## config.mk

```make
export PLATFORM = sky130hd
export DESIGN_NAME = generalized_time_parser_unit
export DESIGN_NICKNAME = d
export VERILOG_FILES = /design/src/rtl/gtp_pkg.sv /design/src/rtl/generalized_time_parser_unit.sv
export SDC_FILE = /design/constraint.sdc
export NUM_CORES = 1
export LEC_CHECK = 0
export BUFFER_PORTS_ARGS = -buffer_cell sky130_fd_sc_hd__buf_2
export CAP_MARGIN = 20
export CORE_ASPECT_RATIO = 1.75
export CORE_MARGIN = 4
export CORE_UTILIZATION = 55
export DETAILED_ROUTE_END_ITERATION = 6
export GPL_TIMING_DRIVEN = 0
export HOLD_SLACK_MARGIN = 0.08
export PLACE_DENSITY = 0.74
export SYNTH_ARGS = -nofsm -noshare
export SYNTH_HDL_FRONTEND = slang
export SYNTH_SLANG_ARGS = --single-unit
```

## constraint.sdc

```tcl
create_clock -name clk -period 5.7 [get_ports clk]
set_clock_uncertainty 0.2 [all_clocks]
set_input_delay 0.57 -clock clk [delete_from_list [all_inputs] [get_ports clk]]
set_output_delay 0.57 -clock clk [all_outputs]
set_load 0.005 [all_outputs]
```

## src/rtl/gtp_pkg.sv

```systemverilog
// ----------------------------------------------------------------------------
// gtp_pkg
// shared constants for the generalized time parser: status codes, character
// codes, field widths, field positions and range limits
// ----------------------------------------------------------------------------
package gtp_pkg;

  localparam int unsigned CharW   = 8;
  localparam int unsigned StatusW = 4;
  localparam int unsigned YearW   = 14;
  localparam int unsigned AccW    = 7;
  localparam int unsigned PosW    = 5;

  localparam logic [StatusW-1:0] StOk       = 4'd0;
  localparam logic [StatusW-1:0] StShort    = 4'd1;
  localparam logic [StatusW-1:0] StNoZ      = 4'd2;
  localparam logic [StatusW-1:0] StNondigit = 4'd3;
  localparam logic [StatusW-1:0] StMonth    = 4'd4;
  localparam logic [StatusW-1:0] StDay      = 4'd5;
  localparam logic [StatusW-1:0] StHour     = 4'd6;
  localparam logic [StatusW-1:0] StMinute   = 4'd7;
  localparam logic [StatusW-1:0] StSecond   = 4'd8;

  localparam logic [CharW-1:0] CharZero = 8'h30;
  localparam logic [CharW-1:0] CharNine = 8'h39;
  localparam logic [CharW-1:0] CharZ    = 8'h5a;

  localparam logic [YearW-1:0] YearBase = 14'd1900;

  localparam logic [PosW-1:0] PosMonth  = 5'd4;
  localparam logic [PosW-1:0] PosDay    = 5'd6;
  localparam logic [PosW-1:0] PosHour   = 5'd8;
  localparam logic [PosW-1:0] PosMinute = 5'd10;
  localparam logic [PosW-1:0] PosSecond = 5'd12;
  localparam logic [PosW-1:0] PosSecEnd = 5'd14;
  localparam logic [PosW-1:0] PosSecLo  = 5'd13;
  localparam logic [PosW-1:0] PosMinLen = 5'd11;
  localparam logic [PosW-1:0] PosMax    = 5'd31;

  localparam logic [AccW-1:0] MonthMax  = 7'd12;
  localparam logic [AccW-1:0] DayMax    = 7'd31;
  localparam logic [AccW-1:0] HourMax   = 7'd23;
  localparam logic [AccW-1:0] MinSecMax = 7'd59;

endpackage

```

## src/rtl/generalized_time_parser_unit.sv

```systemverilog
// ----------------------------------------------------------------------------
// generalized_time_parser_unit
// parses a gmt timestamp text one character word at a time and gives one
// result word with status and broken-down time on the final character
// ----------------------------------------------------------------------------
// the result word for a final character passes through the input register,
// then the result register, before it is valid
// throughput: one character word per cycle, held back only by out_ready
// reset: clears both valid flags, the position count, flags and accumulators
// ----------------------------------------------------------------------------
module generalized_time_parser_unit (
  input  logic                              clk,
  input  logic                              rst,
  input  logic                              in_valid,
  output logic                              in_ready,
  input  logic [gtp_pkg::CharW-1:0]         char_code,
  input  logic                              last,
  output logic                              out_valid,
  input  logic                              out_ready,
  output logic [gtp_pkg::StatusW-1:0]       status,
  output logic signed [gtp_pkg::YearW-1:0]  year_since_1900,
  output logic [3:0]                        month_index,
  output logic [4:0]                        day_of_month,
  output logic [4:0]                        hour_value,
  output logic [5:0]                        minute_value,
  output logic [5:0]                        second_value
);

  // input register
  logic                      hold_valid;
  logic [gtp_pkg::CharW-1:0] hold_char;
  logic                      hold_last;

  // parse state
  logic [gtp_pkg::PosW-1:0]  position_count;
  logic                      nondigit_seen;
  logic [gtp_pkg::YearW-1:0] year_acc;
  logic [gtp_pkg::AccW-1:0]  month_acc;
  logic [gtp_pkg::AccW-1:0]  day_acc;
  logic [gtp_pkg::AccW-1:0]  hour_acc;
  logic [gtp_pkg::AccW-1:0]  minute_acc;
  logic [gtp_pkg::AccW-1:0]  second_acc;
  logic                      second_digits_ok;

  logic                      advance;
  logic                      step;
  logic                      is_digit;
  logic [3:0]                digit;
  logic [gtp_pkg::YearW-1:0] year_next;
  logic [gtp_pkg::AccW-1:0]  month_next;
  logic [gtp_pkg::AccW-1:0]  day_next;
  logic [gtp_pkg::AccW-1:0]  hour_next;
  logic [gtp_pkg::AccW-1:0]  minute_next;
  logic [gtp_pkg::AccW-1:0]  second_next;
  logic [gtp_pkg::StatusW-1:0] status_next;

  assign advance  = !out_valid || out_ready;
  assign in_ready = !hold_valid || advance;
  assign step     = hold_valid && advance;

  assign is_digit = (hold_char >= gtp_pkg::CharZero) && (hold_char <= gtp_pkg::CharNine);
  assign digit    = is_digit ? hold_char[3:0] : 4'd0;

  // times ten plus digit, wrapping at the accumulator width
  assign year_next   = {year_acc[gtp_pkg::YearW-4:0], 3'b000}
                     + {year_acc[gtp_pkg::YearW-2:0], 1'b0}
                     + {{(gtp_pkg::YearW-4){1'b0}}, digit};
  assign month_next  = {month_acc[gtp_pkg::AccW-4:0], 3'b000}
                     + {month_acc[gtp_pkg::AccW-2:0], 1'b0} + {3'b000, digit};
  assign day_next    = {day_acc[gtp_pkg::AccW-4:0], 3'b000}
                     + {day_acc[gtp_pkg::AccW-2:0], 1'b0} + {3'b000, digit};
  assign hour_next   = {hour_acc[gtp_pkg::AccW-4:0], 3'b000}
                     + {hour_acc[gtp_pkg::AccW-2:0], 1'b0} + {3'b000, digit};
  assign minute_next = {minute_acc[gtp_pkg::AccW-4:0], 3'b000}
                     + {minute_acc[gtp_pkg::AccW-2:0], 1'b0} + {3'b000, digit};
  assign second_next = {second_acc[gtp_pkg::AccW-4:0], 3'b000}
                     + {second_acc[gtp_pkg::AccW-2:0], 1'b0} + {3'b000, digit};

  always_comb begin
    if (position_count < gtp_pkg::PosMinLen) begin
      status_next = gtp_pkg::StShort;
    end else if (hold_char != gtp_pkg::CharZ) begin
      status_next = gtp_pkg::StNoZ;
    end else if (nondigit_seen) begin
      status_next = gtp_pkg::StNondigit;
    end else if (month_acc == '0 || month_acc > gtp_pkg::MonthMax) begin
      status_next = gtp_pkg::StMonth;
    end else if (day_acc == '0 || day_acc > gtp_pkg::DayMax) begin
      status_next = gtp_pkg::StDay;
    end else if (hour_acc > gtp_pkg::HourMax) begin
      status_next = gtp_pkg::StHour;
    end else if (position_count == gtp_pkg::PosMinLen || minute_acc > gtp_pkg::MinSecMax) begin
      status_next = gtp_pkg::StMinute;
    end else if (second_digits_ok && second_acc > gtp_pkg::MinSecMax) begin
      status_next = gtp_pkg::StSecond;
    end else begin
      status_next = gtp_pkg::StOk;
    end
  end

  always_ff @(posedge clk) begin
    if (rst) begin
      hold_valid <= 1'b0;
    end else if (in_ready) begin
      hold_valid <= in_valid;
    end
    if (in_valid && in_ready) begin
      hold_char <= char_code;
      hold_last <= last;
    end
  end

  always_ff @(posedge clk) begin
    if (rst) begin
      position_count   <= '0;
      nondigit_seen    <= 1'b0;
      year_acc         <= '0;
      month_acc        <= '0;
      day_acc          <= '0;
      hour_acc         <= '0;
      minute_acc       <= '0;
      second_acc       <= '0;
      second_digits_ok <= 1'b0;
    end else if (step) begin
      if (hold_last) begin
        position_count   <= '0;
        nondigit_seen    <= 1'b0;
        year_acc         <= '0;
        month_acc        <= '0;
        day_acc          <= '0;
        hour_acc         <= '0;
        minute_acc       <= '0;
        second_acc       <= '0;
        second_digits_ok <= 1'b0;
      end else begin
        if (!is_digit) begin
          nondigit_seen <= 1'b1;
        end else if (position_count < gtp_pkg::PosMonth) begin
          year_acc <= year_next;
        end else if (position_count < gtp_pkg::PosDay) begin
          month_acc <= month_next;
        end else if (position_count < gtp_pkg::PosHour) begin
          day_acc <= day_next;
        end else if (position_count < gtp_pkg::PosMinute) begin
          hour_acc <= hour_next;
        end else if (position_count < gtp_pkg::PosSecond) begin
          minute_acc <= minute_next;
        end else if (position_count < gtp_pkg::PosSecEnd) begin
          second_acc <= second_next;
          if (position_count == gtp_pkg::PosSecLo) begin
            second_digits_ok <= 1'b1;
          end
        end
        if (position_count != gtp_pkg::PosMax) begin
          position_count <= position_count + 5'd1;
        end
      end
    end
  end

  // result register
  always_ff @(posedge clk) begin
    if (rst) begin
      out_valid <= 1'b0;
    end else if (advance) begin
      out_valid <= step && hold_last;
    end
    if (step && hold_last) begin
      status <= status_next;
      if (status_next == gtp_pkg::StOk) begin
        year_since_1900 <= year_acc - gtp_pkg::YearBase;
        month_index     <= month_acc[3:0] - 4'd1;
        day_of_month    <= day_acc[4:0];
        hour_value      <= hour_acc[4:0];
        minute_value    <= minute_acc[5:0];
        second_value    <= second_digits_ok ? second_acc[5:0] : 6'd0;
      end else begin
        year_since_1900 <= '0;
        month_index     <= '0;
        day_of_month    <= '0;
        hour_value      <= '0;
        minute_value    <= '0;
        second_value    <= '0;
      end
    end
  end

endmodule
```

# --- After elaboration in Yosys (flattened, before gate mapping) ---
# Cells that the tools add are included.
op_classes:
  n_lt_le_gt_ge: 14
  n_reduce_logical: 34
  n_eq_ne: 10
  mux: 55
  addsub: 15
ops:
  columns: ["operator", "n"]
  rows:
  - ["$mux 7", 30]
  - ["$mux 14", 3]
  - ["$mux 4", 9]
  - ["$add 7x4->7", 5]
  - ["$add 7x7->7", 5]
  - ["$lt 5x4->1 const B", 5]
  - ["$reduce_bool 2->1", 9]
  - ["$add 14x14->14", 1]
  - ["$add 14x4->14", 1]
  - ["$gt 7x5->1 const B", 2]
  - ["$gt 7x6->1 const B", 2]
  - ["$logic_not 7->1", 2]
  - ["$sub 14x11->14 const B", 1]
  - ["$ne 2x2->1 const B", 6]
  - ["$mux 1", 11]
  - ["$eq 5x4->1 const B", 2]
  - ["$lt 5x3->1 const B", 2]
  - ["$mux 5", 2]
  - ["$reduce_and 9->1", 1]
  - ["$ge 8x6->1 const B", 1]
  - ["$le 8x6->1 const B", 1]
  - ["$ne 8x7->1 const B", 1]
  - ["$reduce_and 8->1", 1]
  - ["$gt 7x4->1 const B", 1]
  - ["13 further kinds", 24]
word_totals:
  output_inout_bits: 46
  regBits: 111
  wordCells: 148

# --- Longest topological paths before layout ---
depth:
  ltp_word: 12
  depth_mapped: 12

# --- Least setup slack after synthesis ---
# Ideal clock, no wire load.
synth_path:
  path_kind: "reg2reg"
  start: "reg hold_char[7] (netlist bit)"
  end: "reg year_acc[10] (netlist bit)"
  n_path_buf: 1
  stages_incl_launch_ff: 13
  period_less_slack_ns: 3.426
  setup_ns: 0.121
  t_required_ns: 5.379
  path_slack_ns: 2.274
  arrival_ns: 3.104
  cell_sequence: "edfxtp_1 and4bb_4 and2_2 buf_2 nand2_1 fa_1 inv_1 fa_1 a211oi_1 o21ai_0 o31ai_1 xor2_1 o21ai_0"
synth_between:
  elab_chain_cells: 7
synth_lines:
  columns: ["element", "line_no", "text"]
  rows:
  - ["start: declaration", "generalized_time_parser_unit.sv:31", "logic [gtp_pkg::CharW-1:0] hold_char;"]
  - ["start signal: assignment", "generalized_time_parser_unit.sv:108", "hold_char <= char_code;"]
  - ["$ge 8x6->1 / $le 8x6->1 (equally long branches)", "generalized_time_parser_unit.sv:61", "assign is_digit = (hold_char >= gtp_pkg::CharZero) && (hold_char <= gtp_pkg::CharNine);"]
  - ["$logic_and 1x1->1 *", "generalized_time_parser_unit.sv:61", null]
  - ["$mux 4", "generalized_time_parser_unit.sv:62", "assign digit = is_digit ? hold_char[3:0] : 4'd0;"]
  - ["$add 14x4->14", "generalized_time_parser_unit.sv:67", "+ {{(gtp_pkg::YearW-4){1'b0}}, digit};"]
  - ["$mux 14", "generalized_time_parser_unit.sv:138", "end else if (position_count < gtp_pkg::PosMonth) begin"]
  - ["$mux 14", "generalized_time_parser_unit.sv:136", "if (!is_digit) begin"]
  - ["$mux 14", "generalized_time_parser_unit.sv:125", "if (hold_last) begin"]
  - ["end signal: assignment", "generalized_time_parser_unit.sv:139", "year_acc <= year_next;"]
  - ["end: declaration", "generalized_time_parser_unit.sv:37", "logic [gtp_pkg::YearW-1:0] year_acc;"]
# Every way passes the cells marked *; elsewhere a longest branch is shown, timed or not. The select of a mux whose other input is x is not followed.
# A chain may end at the register's enable or synchronous reset.

# --- Worst setup path after layout ---
# Ends and elaborated chain as after synthesis.

==> impl_metrics.toml <==
[outcome]
status = "finished, final reports clean"

[setup_path]
end_kind = "flop"
critPathLaunch = "hold_char[7]"
rr_worst_depth = 12
r2r_start = "hold_char[7]"
crit_required_ps = 5730
crit_type = "flop to flop"
critPathLaunchType = "flop"
path_max_fanout = 10
critPathArrivalTime_ps = 4180

[cells_and_area]
antenna_cells = 0
final_common_cell = "ha_1"
seqCellArea_um2 = 2750
drive_gt1_share_pct = 13.7
fillers = 1043
fin_nets = 809
final_cell_mix = "ha_1 (68), a21oi_1 (63), buf_2 (59), dfxtp_1 (58), nor2_1 (55)"
multi_input_area_um2 = 3510
syn_to_final_growth_pct = 11.2
postLayoutCellArea_um2 = 7240

[cts]
numCtsBuffers = 9
cts-root-buf = "clkbuf_16"
path_clk_slew_ps = 70
cts_resized = 0
cts_hold_buf = 0
cts_max_path_buffers = 2
cts_sinks = 111
ctsHtreeMaxLevel = 3
cts_tree = "built"
clk_latency_ps = 350
post_cts_buffers = 0

[detailed_routing]
ant_nets = 0
wl_um = 14500
drc = 0
drt_iter0_drc = 235
dr.pass1.iters = 7
num_vias = 5066
vias_per_cell = 5.92
wire_per_inst_um = 16.9

[pwr]
power_mw = 1.49
leakagePower_nw = 3.16
vdd_drop_max_mv = 0.160
power_density_nw_per_um2 = 205

[grt]
grt_pass1_wl_um = 24200
grt_usage_pct = 21.8
antenna_found_initial = 0
grt_max_degree = 38
grt-ovfl-total = 0
grt_pass1_vias = 5073

[logic_synthesis]
avgSynthCellArea_um2 = 10.1
ys_warn_count = 0
synth_area_um2 = 6510
synth_edf_count = 53
synth_top_area_cell = "edfxtp_1"
synthesis.nets = 740
ys_seq_area_share_pct = 42.3
ys_seq_elements = 111
async_reset_ff_share_pct = 0
ys_types = 64
synth.area.top_cells = "edfxtp_1 (24%), dfxtp_1 (18%), ha_1 (13%), a21oi_1 (4.8%), fa_1 (3.7%)"
synth_flop_cell = "dfxtp_1"
synthCells = 647
synth_top_area_share_pct = 24.4

[sta]
setup_violations = 0
max_freq_mhz = 241
worst_pin_slew_ps = 893
slew_headroom_pct = 40.0
hold_violations = 0
rsz0062_at_grt = "no"
min_period_ps = 4150
tns_ps = 0
drv_slew = 0
fin_crit_sh_pct = 72.8

[die]
row_count = 52
core_um2 = 11600
die_h_um = 152
die_w_um = 90.3
dieArea_um2 = 13700
initial_core_util_pct = 56.2
io_pins = 59

[min_path]
min-delay-start = "char_code[3]"
hold_class = "primary input to flop"
whs_path_depth = 1

[placement]
portBuffers = 57
place_area_um2 = 6990
dpl.hpwl_um = 11200
gp_congestion = 0.976

[job]
cap_violations = 0
==> path summary, 6_finish.rpt <==
path | endpoint | slack (ps)
max | year_acc[10] | 1550
min | hold_char[3] | 200
max reg2reg | year_acc[10] | 1550
min reg2reg | second_acc[6] | 270
==> Yosys cell counts, drive strengths merged, types with 6 or more instances <==
library cell and n:
ha 68, a21oi 64, dfxtp 58, nor2 55
edfxtp 53, nand2 43, inv 32, o21ai 26
nand3 25, xnor2 23, xor2 22, and2 18
a21o 16, and3 13, clkbuf 13, fa 12
nor3 11, a22oi 10, buf 9, nor2b 7
mux2i 6
==> power breakdown <==
part | internal, mW | total, mW | switching (mW) | leakage [nW]
clock network | 0.290 | 0.559 | 0.269 | 0.122
logic | 0.0255 | 0.0736 | 0.0481 | 2.13
registers | 0.849 | 0.855 | 0.00669 | 0.907
total | 1.16 | 1.49 | 0.324 | 3.16
==> logic make-up after synthesis <==
| family | Yosys count | synth area share, % |
|---|---|---|
| simple gates | 199 | 15.5 |
| compound gates | 151 | 14.6 |
| flops | 111 | 42.3 |
| fa+ha+maj | 80 | 16.7 |
| buf+inv | 55 | 3.90 |
| xor+xnor | 45 | 6.05 |
| mux | 6 | 0.922 |
==> critical path, cell delays in order, from the launching register on <==
cell	delay, ps
edfxtp_1	370
and4bb_4	400
and2_2	150
buf_2	220
nand2_1	450
fa_1	660
inv_1	70
fa_1	440
a211oi_1	320
o21ai_0	210
o31ai_1	300
xor2_1	170
o21ai_0	80
==> layout make-up <==
cell class	instances	share of cell area (%)
buffer	23	1.85
clock buffer	10	3.16
clock inverter	6	0.380
inverter	32	1.66
multi-input combinational	481	48.4
sequential	111	38.0
tap	135	2.33
timing repair buffer	58	4.21
==> stage by stage <==
| step | hold slack (ps) | utilization [%] | std cells | worst slack, ps |
|---|---|---|---|---|
| floorplan | 232 | - | 647 | 2270 |
| global placement | 244 | 60.2 | 839 | 1660 |
| finish | 200 | 62.6 | 856 | 1550 |
| detailed placement | 260 | 60.3 | 840 | 1580 |
| global route | 190 | 62.6 | 856 | 1350 |
| CTS | 192 | 62.6 | 856 | 1570 |
==> layer usage <==
layer	wire length [µm]	global-route usage [%]	up-vias
li1	-	-	2462
met1	5710	24.1	2436
met2	7660	39.4	134
met3	565	3.71	32
met4	519	11.0	2
met5	40	2.17	-
==> registers in the layout, summed over array words and instances (netlist names), 7 cells and up <==
register         count
minute_acc           7
hold_char            8
day_acc              7
year_acc            14
year_since_1900     14
second_acc           7
hour_acc             7
month_acc            7
Power figures use the tool's default switching activity.
